$ cat src/design/pwc_pkg.sv
`timescale 1ns / 1ps
// ----------------------------------------------------------------------------
// pwc_pkg
// shared types and constants for the pulse width capture core
// ----------------------------------------------------------------------------
package pwc_pkg;

	localparam int NUM_CHANNELS = 4;
	localparam int CMD_W        = 2;
	localparam int CH_W         = 2;
	localparam int CAP_W        = 16;
	localparam int ACC_W        = 32;
	localparam int POL_W        = 4;

	localparam logic [ACC_W-1:0] COUNTER_STEP = ACC_W'(65536);

	localparam logic [CMD_W-1:0] CMD_OVERFLOW = 2'd0;
	localparam logic [CMD_W-1:0] CMD_CAPTURE  = 2'd1;
	localparam logic [CMD_W-1:0] CMD_READ     = 2'd2;

	typedef struct packed {
		logic [CMD_W-1:0] command;
		logic [CH_W-1:0]  channel;
		logic [CAP_W-1:0] capture_value;
	} pwc_item_t;

	typedef struct packed {
		logic [ACC_W-1:0] width;
		logic             width_valid;
		logic [POL_W-1:0] edge_polarity;
	} pwc_result_t;

endpackage

$ cat src/design/pwc_if.sv
`timescale 1ns / 1ps
// ----------------------------------------------------------------------------
// pwc interfaces
// valid/ready channels for events, results and the polarity register write
// ----------------------------------------------------------------------------
interface pwc_item_if;
	logic                      valid;
	logic                      ready;
	logic [pwc_pkg::CMD_W-1:0] command;
	logic [pwc_pkg::CH_W-1:0]  channel;
	logic [pwc_pkg::CAP_W-1:0] capture_value;

	modport source (output valid, output command, output channel, output capture_value,
		input ready);
	modport sink (input valid, input command, input channel, input capture_value,
		output ready);
endinterface

interface pwc_result_if;
	logic                      valid;
	logic                      ready;
	logic [pwc_pkg::ACC_W-1:0] width;
	logic                      width_valid;
	logic [pwc_pkg::POL_W-1:0] edge_polarity;

	modport source (output valid, output width, output width_valid, output edge_polarity,
		input ready);
	modport sink (input valid, input width, input width_valid, input edge_polarity,
		output ready);
endinterface

interface pwc_cfg_if;
	logic                      valid;
	logic                      ready;
	logic [pwc_pkg::POL_W-1:0] data;

	modport source (output valid, output data, input ready);
	modport sink (input valid, input data, output ready);
endinterface

$ cat src/design/pwc_engine.sv
`timescale 1ns / 1ps
// ----------------------------------------------------------------------------
// pwc_engine
// per channel measurement state and the single pass event update
// ----------------------------------------------------------------------------
module pwc_engine (
	input  logic                      clk,
	input  logic                      arst_n,
	input  logic                      fire,
	input  pwc_pkg::pwc_item_t        item,
	input  logic [pwc_pkg::POL_W-1:0] idle_polarity,
	output pwc_pkg::pwc_result_t      res
);

	logic [pwc_pkg::NUM_CHANNELS-1:0] meas_q, meas_d;
	logic [pwc_pkg::NUM_CHANNELS-1:0] done_q, done_d;
	logic [pwc_pkg::ACC_W-1:0]        acc_q [pwc_pkg::NUM_CHANNELS];
	logic [pwc_pkg::ACC_W-1:0]        acc_d [pwc_pkg::NUM_CHANNELS];
	logic                             present;

	assign present = (int'(item.channel) < pwc_pkg::NUM_CHANNELS);

	always_comb begin
		meas_d = meas_q;
		done_d = done_q;
		acc_d  = acc_q;
		res    = '0;
		case (item.command)
			pwc_pkg::CMD_OVERFLOW: begin
				for (int c = 0; c < pwc_pkg::NUM_CHANNELS; c++) begin
					acc_d[c] = acc_q[c] + pwc_pkg::COUNTER_STEP;
				end
			end
			pwc_pkg::CMD_CAPTURE: begin
				if (present) begin
					if (!meas_q[item.channel]) begin
						meas_d[item.channel] = 1'b1;
						done_d[item.channel] = 1'b0;
						acc_d[item.channel]  = '0 - pwc_pkg::ACC_W'(item.capture_value);
					end else begin
						meas_d[item.channel] = 1'b0;
						done_d[item.channel] = 1'b1;
						acc_d[item.channel]  = acc_q[item.channel]
							+ pwc_pkg::ACC_W'(item.capture_value);
					end
				end
			end
			pwc_pkg::CMD_READ: begin
				if (present && done_q[item.channel]) begin
					done_d[item.channel] = 1'b0;
					res.width            = acc_q[item.channel];
					res.width_valid      = 1'b1;
				end
			end
			default: begin
			end
		endcase
		for (int c = 0; c < pwc_pkg::POL_W; c++) begin
			if (c < pwc_pkg::NUM_CHANNELS) begin
				res.edge_polarity[c] = idle_polarity[c] ^ meas_d[c];
			end
		end
	end

	always_ff @(posedge clk or negedge arst_n) begin
		if (!arst_n) begin
			meas_q <= '0;
			done_q <= '0;
			for (int c = 0; c < pwc_pkg::NUM_CHANNELS; c++) begin
				acc_q[c] <= '0;
			end
		end else if (fire) begin
			meas_q <= meas_d;
			done_q <= done_d;
			acc_q  <= acc_d;
		end
	end

endmodule

$ cat src/design/pulse_width_capture_core.sv
`timescale 1ns / 1ps
// ----------------------------------------------------------------------------
// pulse_width_capture_core
// four channel pulse width measurement on a 16-bit capture timer
// ----------------------------------------------------------------------------
// the item is registered in the input stage and its result in the result stage
// throughput: one item per cycle unless the result side stalls, set by the single pass state update
// the output register holds a stalled result while the next item waits in the input stage
// reset: asynchronous, clears polarity, measuring, done flags and accumulators
// ----------------------------------------------------------------------------
module pulse_width_capture_core (
	input  logic         clk,
	input  logic         arst_n,
	pwc_item_if.sink     item,
	pwc_result_if.source result,
	pwc_cfg_if.sink      cfg
);

	logic                      item_valid_s1;
	pwc_pkg::pwc_item_t        item_s1;
	logic                      res_valid_q;
	pwc_pkg::pwc_result_t      res_q;
	pwc_pkg::pwc_result_t      res_d;
	logic [pwc_pkg::POL_W-1:0] idle_pol_q;
	logic                      fire;

	assign fire       = item_valid_s1 && (!res_valid_q || result.ready);
	assign item.ready = !item_valid_s1 || fire;
	assign cfg.ready  = 1'b1;

	always_ff @(posedge clk or negedge arst_n) begin
		if (!arst_n) begin
			idle_pol_q <= '0;
		end else if (cfg.valid) begin
			idle_pol_q <= cfg.data;
		end
	end

	// input stage
	always_ff @(posedge clk or negedge arst_n) begin
		if (!arst_n) begin
			item_valid_s1 <= 1'b0;
		end else if (item.ready) begin
			item_valid_s1 <= item.valid;
		end
	end

	always_ff @(posedge clk) begin
		if (item.ready && item.valid) begin
			item_s1.command       <= item.command;
			item_s1.channel       <= item.channel;
			item_s1.capture_value <= item.capture_value;
		end
	end

	pwc_engine u_engine (
		.clk           (clk),
		.arst_n        (arst_n),
		.fire          (fire),
		.item          (item_s1),
		.idle_polarity (idle_pol_q),
		.res           (res_d)
	);

	// result stage
	always_ff @(posedge clk or negedge arst_n) begin
		if (!arst_n) begin
			res_valid_q <= 1'b0;
		end else if (fire) begin
			res_valid_q <= 1'b1;
		end else if (result.ready) begin
			res_valid_q <= 1'b0;
		end
	end

	always_ff @(posedge clk) begin
		if (fire) begin
			res_q <= res_d;
		end
	end

	assign result.valid         = res_valid_q;
	assign result.width         = res_q.width;
	assign result.width_valid   = res_q.width_valid;
	assign result.edge_polarity = res_q.edge_polarity;

endmodule

$ cat src/flat_wrapper.sv
// flat-port wrapper written by rule: the top's interface ports become plain ports
module pulse_width_capture_core_flat 
  (clk, arst_n, item_valid, item_command, item_channel, item_capture_value, item_ready, result_valid, result_width, result_width_valid, result_edge_polarity, result_ready, cfg_valid, cfg_data, cfg_ready);
  pwc_item_if item_i ();
  pwc_result_if result_i ();
  pwc_cfg_if cfg_i ();
  input  logic clk;
  input  logic arst_n;
  input wire logic [$bits(item_i.valid)-1:0] item_valid;
  input wire logic [$bits(item_i.command)-1:0] item_command;
  input wire logic [$bits(item_i.channel)-1:0] item_channel;
  input wire logic [$bits(item_i.capture_value)-1:0] item_capture_value;
  output wire logic [$bits(item_i.ready)-1:0] item_ready;
  output wire logic [$bits(result_i.valid)-1:0] result_valid;
  output wire logic [$bits(result_i.width)-1:0] result_width;
  output wire logic [$bits(result_i.width_valid)-1:0] result_width_valid;
  output wire logic [$bits(result_i.edge_polarity)-1:0] result_edge_polarity;
  input wire logic [$bits(result_i.ready)-1:0] result_ready;
  input wire logic [$bits(cfg_i.valid)-1:0] cfg_valid;
  input wire logic [$bits(cfg_i.data)-1:0] cfg_data;
  output wire logic [$bits(cfg_i.ready)-1:0] cfg_ready;
  assign item_i.valid = item_valid;
  assign item_i.command = item_command;
  assign item_i.channel = item_channel;
  assign item_i.capture_value = item_capture_value;
  assign item_ready = item_i.ready;
  assign result_valid = result_i.valid;
  assign result_width = result_i.width;
  assign result_width_valid = result_i.width_valid;
  assign result_edge_polarity = result_i.edge_polarity;
  assign result_i.ready = result_ready;
  assign cfg_i.valid = cfg_valid;
  assign cfg_i.data = cfg_data;
  assign cfg_ready = cfg_i.ready;
  pulse_width_capture_core u_core (.clk(clk), .arst_n(arst_n), .item(item_i), .result(result_i), .cfg(cfg_i));
endmodule
$ cat config.mk
export PLATFORM = sky130hd
export DESIGN_NAME = pulse_width_capture_core_flat
export DESIGN_NICKNAME = d
export VERILOG_FILES = /design/src/design/pwc_pkg.sv /design/src/design/pwc_if.sv /design/src/design/pwc_engine.sv /design/src/design/pulse_width_capture_core.sv /design/src/flat_wrapper.sv
export SDC_FILE = /design/constraint.sdc
export NUM_CORES = 1
export LEC_CHECK = 0
export BUFFER_PORTS_ARGS = -buffer_cell sky130_fd_sc_hd__buf_2
export CAP_MARGIN = 20
export CORE_MARGIN = 2
export CORE_UTILIZATION = 42
export DETAILED_ROUTE_END_ITERATION = 10
export PLACE_DENSITY_LB_ADDON = 0.2
export RECOVER_POWER = 25
export SYNTH_ARGS = -nofsm -noshare
export SYNTH_HDL_FRONTEND = slang
export SYNTH_SLANG_ARGS = --single-unit
export TNS_END_PERCENT = 20
$ cat constraint.sdc
create_clock -name clk -period 4.2 [get_ports clk]
set_input_delay 0.63 -clock clk [delete_from_list [all_inputs] [get_ports clk]]
set_output_delay 0.63 -clock clk [all_outputs]
set_load 0.02 [all_outputs]
==> impl_metrics.env, run 1 <==
export IMPL_clockBufferDepth=2
export IMPL_dp_hpwl_mm=29.3
export IMPL_path_depth=10
export IMPL_peakVddDrop_uv=304
export IMPL_final_cells=1726
export IMPL_synth_top_family_by_area="simple AND/OR/NAND/NOR gates"
export IMPL_ios=69
export IMPL_crit_arrival_ns=4.24
export IMPL_via_count=10800
export IMPL_port_buffers=67
export IMPL_final_cell_mix="nand2_1, dfrtp_1, o21ai_0"
export IMPL_grt_pass1_vias=10100
export IMPL_ys_async_sr_fraction=0.714
export IMPL_p_leak_nw=5.33
export IMPL_clkSinkCount=199
export IMPL_synthMuxAreaShare=0.0954
export IMPL_cts_root_buf="clkbuf_16"
export IMPL_hold_class="input pin to register"
export IMPL_ant_nets=0
export IMPL_clk_insertion_delay_late_ns=0.44
export IMPL_post_cts_buffers=0
export IMPL_globalRouteOverflowTotal=0
export IMPL_relSlewSlack=-0.645
export IMPL_dp_cells=1694
export IMPL_rr_worst_depth=10
export IMPL_finalClockSkew_ns=0.0189
export IMPL_drive_above_1_share=0.137
export IMPL_post_route_period_util=0.921
export IMPL_start_kind="register"
export IMPL_placed_area_sq_mm=0.0129
export IMPL_synth_compound_area_frac=0.190
export IMPL_reg2reg_to="u_core.u_engine.acc_q[127]$_DFFE_PN0P_"
export IMPL_drt_iter0_drc=1203
export IMPL_fin_nets=1386
export IMPL_max_freq_ghz=0.258
export IMPL_ys_warn_count=0
export IMPL_synth_cell_type_count=81
export IMPL_grt_pass1_wl_mm=62.1
export IMPL_maxSlewViolCount=91
export IMPL_synth_fa_ha_area_frac=0.0235
export IMPL_clk_pin_slew_ns=0.08
export IMPL_synth_xor_area_share=0.0284
export IMPL_crit_top_cell="nand3_1"
export IMPL_start_util=0.429
export IMPL_setup_violations=0
export IMPL_synth_seq_cells=199
export IMPL_cp_buffers_inverters=1
export IMPL_synthesis_nets=1321
export IMPL_diodes=0
export IMPL_dieArea_sq_mm=0.0300
export IMPL_min_delay_start="item_capture_value[7]"
export IMPL_r2r_start="u_core.item_s1[17]$_DFFE_PP_"
export IMPL_critPathKind="register to register"
export IMPL_cap_violations=1
export IMPL_grtUsageTotal=0.271
export IMPL_synth_edff_count=57
export IMPL_via_per_inst=6.27
export IMPL_power_density_mw_per_mm2=650
export IMPL_antenna_found_initial=2
export IMPL_yosysSeqAreaShare=0.438
export IMPL_cts_tree="built"
export IMPL_stdcell_area_sq_mm=0.0135
export IMPL_rrSetupSlack_ns=0.33
export IMPL_critPathSlowestCell="edfxtp_1"
export IMPL_crit_fanout=12
export IMPL_end_kind="register"
export IMPL_outcome="finished with violations"
export IMPL_htree_levels=4
export IMPL_die_x_um=173
export IMPL_grt_start_max_net_pins=92
export IMPL_routedWlPerCell_um=23.7
export IMPL_ys_flop_type="dfrtp_1"
export IMPL_holdBufCountCts=0
export IMPL_synth_area_sq_mm=0.0120
export IMPL_cts_buffers_inserted=17
export IMPL_final_util=0.481
export IMPL_period_minus_slack_ns=3.87
export IMPL_std_cell_rows=61
export IMPL_cp_slowest_stage_delay_ns=0.64
export IMPL_crit_family="simple AND/OR/NAND/NOR gates"
export IMPL_setup_tns_final_ns=0
export IMPL_firstDrtPassIters=7
export IMPL_synth_cells=1270
export IMPL_min_path_cells=1
export IMPL_rsz0062_at_grt="no"
export IMPL_wl_mm=40.9
export IMPL_layout_commonest_cell="nand2_1"
export IMPL_cts_repair_resized=0
export IMPL_place_congestion=1.01
export IMPL_final_hold_viol_count=0
export IMPL_avgSynthCellArea_sq_um=9.46
export IMPL_worstHoldEndpoint="u_core.item_s1[7]$_DFFE_PP_"
export IMPL_drc=0
export IMPL_violations="capacitance limit, slew limit"
export IMPL_crit_required_ns=4.57
export IMPL_chipHeight_um=173
export IMPL_areaGrowthSynthToFinish_pct=12.1
export IMPL_n_fill_cell=2658
export IMPL_crit_chain="buf_4, mux4_2, ha_1, and3_1, nand3_1, nand4bb_1, nand3_1, nand3_1, or4b_1, nand3_1"
export IMPL_p_total_mw=8.75
export IMPL_yosys_area_share_simple=0.194
export IMPL_worst_pin_slew_ns=2.47
export IMPL_design_core_area_sq_mm=0.0280
## registers in the layout (all words and copies together) (netlist names), named ones only
| signal | flops |
|---|---|
| u_core.result.valid | 1 |
| u_core.u_engine.acc_q | 128 |
| u_core.result.width_valid | 1 |
| u_core.idle_pol_q | 4 |
| u_core.item_valid_s1 | 1 |
| u_core.item_s1 | 20 |
| u_core.result.width | 32 |
| u_core.result.edge_polarity | 4 |
| u_core.u_engine.meas_q | 4 |
## area by class of cell
cell class / instances / area (sq um) / area share
inverter: 22 / 82.6 / 0.00613
multi-input combinational: 986 / 6410 / 0.476
timing repair buffer: 109 / 686 / 0.0509
tap: 378 / 473 / 0.0351
sequential: 199 / 5270 / 0.391
clock buffer: 18 / 429 / 0.0319
clock inverter: 14 / 121 / 0.00901
## stage by stage
step           hold WS (ns)  setup WS [ns]
2_1_floorplan         0.334          0.261
6_report              0.361          0.330
4_1_cts               0.315          0.382
3_5_place_dp          0.467          0.416
3_3_place_gp          0.458          0.527
5_1_grt               0.346         0.0702
## cell families (layout without fill, tap and decap cells)
family | Yosys count | count (layout)
AO/OA/AOI/OAI | 381 | 381
XOR/XNOR | 39 | 39
adder cells (fa/ha/maj) | 22 | 22
buffers and inverters | 85 | 163
flip-flops | 199 | 199
multiplexers | 68 | 68
other | 1 | 1
AND/OR/NAND/NOR | 475 | 475
## layer usage
| layer | share of wire | routed length (um) | vias to the layer above | track usage |
|---|---|---|---|---|
| met5 | 0.000098 | 4 | - | 0 |
| met4 | 0.019 | 773 | 2 | 0.0720 |
| met3 | 0.10 | 4100 | 54 | 0.0677 |
| met2 | 0.43 | 17700 | 572 | 0.402 |
| met1 | 0.45 | 18300 | 5304 | 0.395 |
| li1 | - | - | 4887 | - |
## how the worst max path moves through the flow
| stage | from | end | slack (ns) |
|---|---|---|---|
| floorplan | u_core.item_s1[16]$_DFFE_PP_ | u_core.u_engine.acc_q[63]$_DFFE_PN0P_ | 0.26 |
| global placement | u_core.item_s1[17]$_DFFE_PP_ | u_core.u_engine.acc_q[127]$_DFFE_PN0P_ | 0.53 |
| detailed placement | u_core.item_s1[17]$_DFFE_PP_ | u_core.u_engine.acc_q[127]$_DFFE_PN0P_ | 0.42 |
| CTS | u_core.item_s1[17]$_DFFE_PP_ | u_core.u_engine.acc_q[127]$_DFFE_PN0P_ | 0.38 |
| global route | u_core.item_s1[17]$_DFFE_PP_ | u_core.u_engine.acc_q[127]$_DFFE_PN0P_ | 0.07 |
| finish | u_core.item_s1[17]$_DFFE_PP_ | u_core.u_engine.acc_q[127]$_DFFE_PN0P_ | 0.33 |
## power breakdown
part	total, mW	switching [mW]	internal, mW
combinational	3.74	2.29	1.46
clock	1.60	0.826	0.777
sequential	3.41	0.746	2.66
## synthesized netlist by cell type, types with 4 or more instances
library cell  instances  area, sq um
buf_1                 6         22.5
mux2_2                6         67.6
nand2b_1              5         31.3
o31a_1                4         35.0
or4b_1                6         60.1
nand2_1             145          544
xnor2_1              26          228
a311oi_1              5         43.8
and2_1               41          257
nor2_1              111          417
mux2i_1              29          290
a211oi_1             20          150
inv_1                21         78.8
dfrtp_1             142         3550
a221oi_1              7         61.3
and4_1                5         43.8
or3_1                 9         56.3
a41o_1                4         40.0
clkbuf_1             43          161
a22oi_1               7         52.6
a21oi_1             107          536
buf_2                 9         45.0
nand4_1              25          156
nand3_1              52          260
edfxtp_1             57         1710
o21a_1                4         30.0
xor2_1               13          114
mux4_1               12          315
mux4_2               21          473
and3_1               13         81.3
o21ai_0             141          706
a31oi_1              21          131
ha_1                 21          263
nor4_1               10         62.6
a21o_1                8         60.1
nor4_2                4         50.1
o31ai_1               8         60.1
nor3_1               26          130
o22ai_1               7         43.8
nor2b_1               5         31.3
Note: power is estimated with default switching activity, not from simulation.
==> run 2, diff against run 1 <==
--- a/config.mk
+++ b/config.mk
@@ -10,7 +10,6 @@
 export CORE_MARGIN = 2
 export CORE_UTILIZATION = 42
 export DETAILED_ROUTE_END_ITERATION = 10
-export PLACE_DENSITY_LB_ADDON = 0.2
 export RECOVER_POWER = 25
 export SYNTH_ARGS = -nofsm -noshare
 export SYNTH_HDL_FRONTEND = slang
==> run 2 against run 1 <==
The flow still finishes with violations (capacitance limit, slew limit). Maximum frequency is 1.3% lower. Die area stayed put. Wire length is 2.4% lower. Worst setup slack worse by 0.052 ns. Critical path depth is 2 higher. Final cell count is 0.23% lower. Sequential power hardly changed. Sequential cell count stayed put. Critical path type unchanged. Largest cell class unchanged. Highest routed layer is now met4.
==> impl_metrics.env, run 2 (synthesized netlist as in run 1, its figures left out) <==
export IMPL_critPathSlowestCell="a31oi_2"
export IMPL_finalClockSkew_ns=0.0229
export IMPL_peakVddDrop_uv=364
export IMPL_fin_nets=1382
export IMPL_final_hold_viol_count=0
export IMPL_holdBufCountCts=0
export IMPL_cts_repair_resized=0
export IMPL_layout_commonest_cell="nand2_1"
export IMPL_post_cts_buffers=0
export IMPL_maxSlewViolCount=64
export IMPL_worstHoldEndpoint="u_core.item_s1[5]$_DFFE_PP_"
export IMPL_post_route_period_util=0.934
export IMPL_start_util=0.429
export IMPL_power_density_mw_per_mm2=655
export IMPL_rr_worst_depth=12
export IMPL_min_path_cells=1
export IMPL_final_cell_mix="nand2_1, dfrtp_1, o21ai_0"
export IMPL_cts_buffers_inserted=17
export IMPL_start_kind="register"
export IMPL_rsz0062_at_grt="no"
export IMPL_p_leak_nw=5.34
export IMPL_outcome="finished with violations"
export IMPL_wl_mm=39.9
export IMPL_rrSetupSlack_ns=0.28
export IMPL_hold_class="input pin to register"
export IMPL_critPathKind="register to register"
export IMPL_std_cell_rows=61
export IMPL_die_x_um=173
export IMPL_dieArea_sq_mm=0.0300
export IMPL_chipHeight_um=173
export IMPL_port_buffers=67
export IMPL_crit_required_ns=4.51
export IMPL_crit_arrival_ns=4.23
export IMPL_place_congestion=1.01
export IMPL_max_freq_ghz=0.255
export IMPL_r2r_start="u_core.item_s1[16]$_DFFE_PP_"
export IMPL_crit_fanout=19
export IMPL_via_per_inst=6.29
export IMPL_dp_hpwl_mm=29.2
export IMPL_drt_iter0_drc=1255
export IMPL_clockBufferDepth=2
export IMPL_diodes=0
export IMPL_antenna_found_initial=0
export IMPL_largest_register_ffs=128
export IMPL_drive_above_1_share=0.136
export IMPL_worst_pin_slew_ns=3.30
export IMPL_cts_tree="built"
export IMPL_cap_violations=1
export IMPL_p_total_mw=8.83
export IMPL_fin_hold_ws_ns=0.346
export IMPL_ant_nets=0
export IMPL_htree_levels=4
export IMPL_setup_violations=0
export IMPL_routedWlPerCell_um=23.2
export IMPL_cp_slowest_stage_delay_ns=0.53
export IMPL_clkSinkCount=199
export IMPL_clk_insertion_delay_late_ns=0.46
export IMPL_design_core_area_sq_mm=0.0280
export IMPL_min_delay_start="item_capture_value[5]"
export IMPL_firstDrtPassIters=6
export IMPL_violations="capacitance limit, slew limit"
export IMPL_clk_pin_slew_ns=0.09
export IMPL_grt_start_max_net_pins=80
export IMPL_top_register="u_core.u_engine.acc_q"
export IMPL_drc=0
export IMPL_ios=69
export IMPL_period_minus_slack_ns=3.92
export IMPL_via_count=10800
export IMPL_reg2reg_to="u_core.u_engine.acc_q[90]$_DFFE_PN0P_"
export IMPL_relSlewSlack=-1.20
export IMPL_grt_pass1_vias=10200
export IMPL_setup_tns_final_ns=0
export IMPL_crit_chain="buf_12, mux4_2, ha_1, inv_1, fa_1, nor2b_1, o2111ai_1, a21o_1, a31oi_2, nand4_1, xor2_1, o21ai_0"
export IMPL_grtUsageTotal=0.269
export IMPL_end_kind="register"
export IMPL_cts_root_buf="clkbuf_16"
export IMPL_areaGrowthSynthToFinish_pct=12.3
export IMPL_grt_pass1_wl_mm=61.7
export IMPL_globalRouteOverflowTotal=0
==> run 2: changes by cell type in the layout (fill, tap and decap cells not counted), moves of 2 or more <==
cell	before	now
buf_4	39	36
clkinv_4	4	1
inv_6	2	4
clkinv_1	2	0
inv_12	0	2
clkinvlp_4	3	0
clkinv_8	1	5
==> run 2: worst max-delay path by stage <==
stage | slack, ns | cells past startpoint | end | from
floorplan | 0.26 | 14 | u_core.u_engine.acc_q[63]$_DFFE_PN0P_ | u_core.item_s1[16]$_DFFE_PP_
global placement | 0.50 | 12 | u_core.u_engine.acc_q[90]$_DFFE_PN0P_ | u_core.item_s1[16]$_DFFE_PP_
detailed placement | 0.40 | 12 | u_core.u_engine.acc_q[90]$_DFFE_PN0P_ | u_core.item_s1[16]$_DFFE_PP_
CTS | 0.35 | 12 | u_core.u_engine.acc_q[90]$_DFFE_PN0P_ | u_core.item_s1[16]$_DFFE_PP_
global route | 0.006 | 12 | u_core.u_engine.acc_q[90]$_DFFE_PN0P_ | u_core.item_s1[16]$_DFFE_PP_
finish | 0.28 | 12 | u_core.u_engine.acc_q[90]$_DFFE_PN0P_ | u_core.item_s1[16]$_DFFE_PP_
==> run 2: metal layers <==
layer	vias to the layer above	wire length (um)	track usage
li1	4890	-	-
met1	5341	17900	0.397
met2	571	17200	0.394
met3	37	4360	0.0756
met4	0	449	0.0530
met5	-	0	0
==> run 2: area by class of cell <==
| class | instances | area, sq um |
|---|---|---|
| repair buffers | 105 | 647 |
| flip-flops and latches | 199 | 5270 |
| multi-input cells | 986 | 6410 |
| fillers | 2675 | 14500 |
| clock inverters | 15 | 191 |
| clock buffers | 17 | 425 |
| well taps | 378 | 473 |
| inverters | 22 | 82.6 |
==> run 2: power by group <==
| part | total [mW] | switching, mW | internal (mW) |
|---|---|---|---|
| registers | 3.39 | 0.728 | 2.66 |
| logic | 3.71 | 2.28 | 1.44 |
| clock network | 1.73 | 0.906 | 0.821 |
| total | 8.83 | 3.91 | 4.92 |
==> run 2: stage by stage <==
stage	cell area, sq um	util	instances	setup WS, ns
floorplan	12000	-	1270	0.261
finish	13500	0.482	1722	0.279
CTS	13500	0.482	1722	0.350
global route	13500	0.482	1722	0.00596
detailed placement	12900	0.460	1690	0.396
global placement	12900	0.460	1690	0.497
==> run 2: critical path: cells and delay by family (launching register included) <==
kind	cells	cell delay, ns
simple gates	2	0.42
flops	1	0.42
mux	1	0.37
buf+inv	2	0.25
xor+xnor	1	0.49
fa+ha+maj	2	0.61
compound gates	4	1.20
==> run 3, diff against run 2 <==
--- a/config.mk
+++ b/config.mk
@@ -8,8 +8,9 @@
 export BUFFER_PORTS_ARGS = -buffer_cell sky130_fd_sc_hd__buf_2
 export CAP_MARGIN = 20
 export CORE_MARGIN = 2
-export CORE_UTILIZATION = 42
+export CORE_UTILIZATION = 56
 export DETAILED_ROUTE_END_ITERATION = 10
+export PLACE_DENSITY = 0.77
 export RECOVER_POWER = 25
 export SYNTH_ARGS = -nofsm -noshare
 export SYNTH_HDL_FRONTEND = slang
==> run 3 against run 2 <==
The run still ends with capacitance limit, slew limit left. Sequential cell count stayed put. Clock-buffer cell count stayed put. Die area is 24% lower. Clock power is 5% lower. Maximum frequency is 1.2% lower. Largest cell class unchanged. Highest routed layer unchanged.
==> impl_metrics.env, run 3 (synthesized netlist as in run 1, its figures left out) <==
export IMPL_clk_pin_slew_ns=0.08
export IMPL_n_fill_cell=1753
export IMPL_relSlewSlack=-0.611
export IMPL_via_per_inst=6.77
export IMPL_grt_start_max_net_pins=87
export IMPL_dp_hpwl_mm=28.0
export IMPL_crit_arrival_ns=4.36
export IMPL_antenna_found_initial=2
export IMPL_setup_violations=0
export IMPL_crit_chain="buf_12, mux4_2, ha_1, inv_1, fa_1, nor2b_1, o2111ai_1, a21o_1, a31oi_2, nand4_1, o31ai_1, o32a_1"
export IMPL_wl_mm=38.8
export IMPL_drt_iter0_drc=1252
export IMPL_die_x_um=150
export IMPL_crit_required_ns=4.59
export IMPL_final_util=0.634
export IMPL_maxSlewViolCount=87
export IMPL_cap_violations=1
export IMPL_place_congestion=0.977
export IMPL_post_cts_buffers=0
export IMPL_htree_levels=4
export IMPL_power_frac_clock=0.189
export IMPL_grt_pass1_vias=10600
export IMPL_rsz0062_at_grt="no"
export IMPL_dp_slack_ns=0.391
export IMPL_period_minus_slack_ns=3.97
export IMPL_cts_tree="built"
export IMPL_post_route_period_util=0.945
export IMPL_fin_ws_ns=0.232
export IMPL_firstDrtPassIters=8
export IMPL_drc=0
export IMPL_fin_nets=1384
export IMPL_largest_register_ffs=128
export IMPL_p_leak_nw=5.33
export IMPL_final_hold_viol_count=0
export IMPL_ios=69
export IMPL_layout_commonest_cell="nand2_1"
export IMPL_drive_above_1_share=0.138
export IMPL_critPathSlowestCell="a31oi_2"
export IMPL_hold_class="input pin to register"
export IMPL_clockBufferDepth=2
export IMPL_via_count=11000
export IMPL_power_frac_comb=0.420
export IMPL_final_cell_mix="nand2_1, dfrtp_1, o21ai_0"
export IMPL_globalRouteOverflowTotal=0
export IMPL_finalClockSkew_ns=0.0127
export IMPL_dieArea_sq_mm=0.0226
export IMPL_holdBufCountCts=0
export IMPL_grt_pass1_wl_mm=60.2
export IMPL_end_kind="register"
export IMPL_setup_tns_final_ns=0
export IMPL_crit_fanout=18
export IMPL_critPathKind="register to register"
export IMPL_ant_nets=0
export IMPL_clk_insertion_delay_late_ns=0.45
export IMPL_grtUsageTotal=0.355
export IMPL_chipHeight_um=150
export IMPL_cp_slowest_stage_delay_ns=0.56
export IMPL_p_int_mw=4.89
export IMPL_clkSinkCount=199
export IMPL_switching_share=0.440
export IMPL_power_density_mw_per_mm2=654
export IMPL_start_util=0.571
export IMPL_peakVddDrop_uv=293
export IMPL_top_register="u_core.u_engine.acc_q"
export IMPL_max_freq_ghz=0.252
export IMPL_cts_buffers_inserted=17
export IMPL_p_total_mw=8.72
export IMPL_violations="capacitance limit, slew limit"
export IMPL_areaGrowthSynthToFinish_pct=11.0
export IMPL_outcome="finished with violations"
export IMPL_p_seq_frac=0.390
export IMPL_cts_root_buf="clkbuf_16"
export IMPL_netSwitchingPower_mw=3.84
export IMPL_cts_repair_resized=0
export IMPL_std_cell_rows=53
export IMPL_worst_pin_slew_ns=2.42
export IMPL_design_core_area_sq_mm=0.0210
export IMPL_start_kind="register"
export IMPL_fin_hold_ws_ns=0.347
export IMPL_port_buffers=67
export IMPL_routedWlPerCell_um=23.9
-- run 3: cell type report --
type	instances	area (sq um)	area share
Multi-Input combinational cell	986	6400	0.480
Sequential cell	199	5270	0.395
Timing Repair Buffer	107	647	0.0485
Clock buffer	17	425	0.0319
Tap cell	275	344	0.0258
Clock inverter	14	160	0.0120
Inverter	22	82.6	0.00619
Antenna cell	2	5.00	0.000375
-- run 3: final timing paths --
check | from | end | slack [ns] | cells after the start
worst max register to register | u_core.item_s1[16]$_DFFE_PP_ | u_core.u_engine.acc_q[122]$_DFFE_PN0P_ | 0.23 | 12
worst min register to register | u_core.u_engine.acc_q[41]$_DFFE_PN0P_ | u_core.u_engine.acc_q[41]$_DFFE_PN0P_ | 0.48 | 2
max in group asynchronous | arst_n | u_core.u_engine.acc_q[60]$_DFFE_PN0P_ | 1.80 | 2
worst min-delay path | item_capture_value[8] | u_core.item_s1[8]$_DFFE_PP_ | 0.35 | 1
worst max-delay path | u_core.item_s1[16]$_DFFE_PP_ | u_core.u_engine.acc_q[122]$_DFFE_PN0P_ | 0.23 | 12
min in group asynchronous | arst_n | u_core.u_engine.acc_q[4]$_DFFE_PN0P_ | 0.86 | 1
-- run 3: metal layers --
metal	share of wire	routed length, um	GRT usage
met5	0	0	0
met4	0.052	2010	0.183
met3	0.10	4020	0.0833
met2	0.46	17900	0.559
met1	0.38	14800	0.460
-- run 3: stage by stage --
stage	std cells	instance area, sq um
3_3_place_gp	1588	12700
3_5_place_dp	1589	12700
6_report	1622	13300
5_1_grt	1621	13300
4_1_cts	1620	13300
2_1_floorplan	1270	12000
-- run 3: power by group through the flow --
stage	clock, mW	sequential [mW]	combinational (mW)
6_report	1.65	3.41	3.67
5_1_grt	1.73	3.47	4.01
4_1_cts	1.66	3.35	3.59
3_5_place_dp	0	3.38	3.57
3_3_place_gp	0	3.37	3.47
2_1_floorplan	0	3.12	2.64
-- run 3: critical path, delay by kind of cell, from the launching register on --
family          cells  cell delay [ns]
fa+ha+maj           2             0.61
flops               1             0.43
buf+inv             2             0.27
compound gates      5             1.82
mux                 1             0.36
simple gates        2             0.44
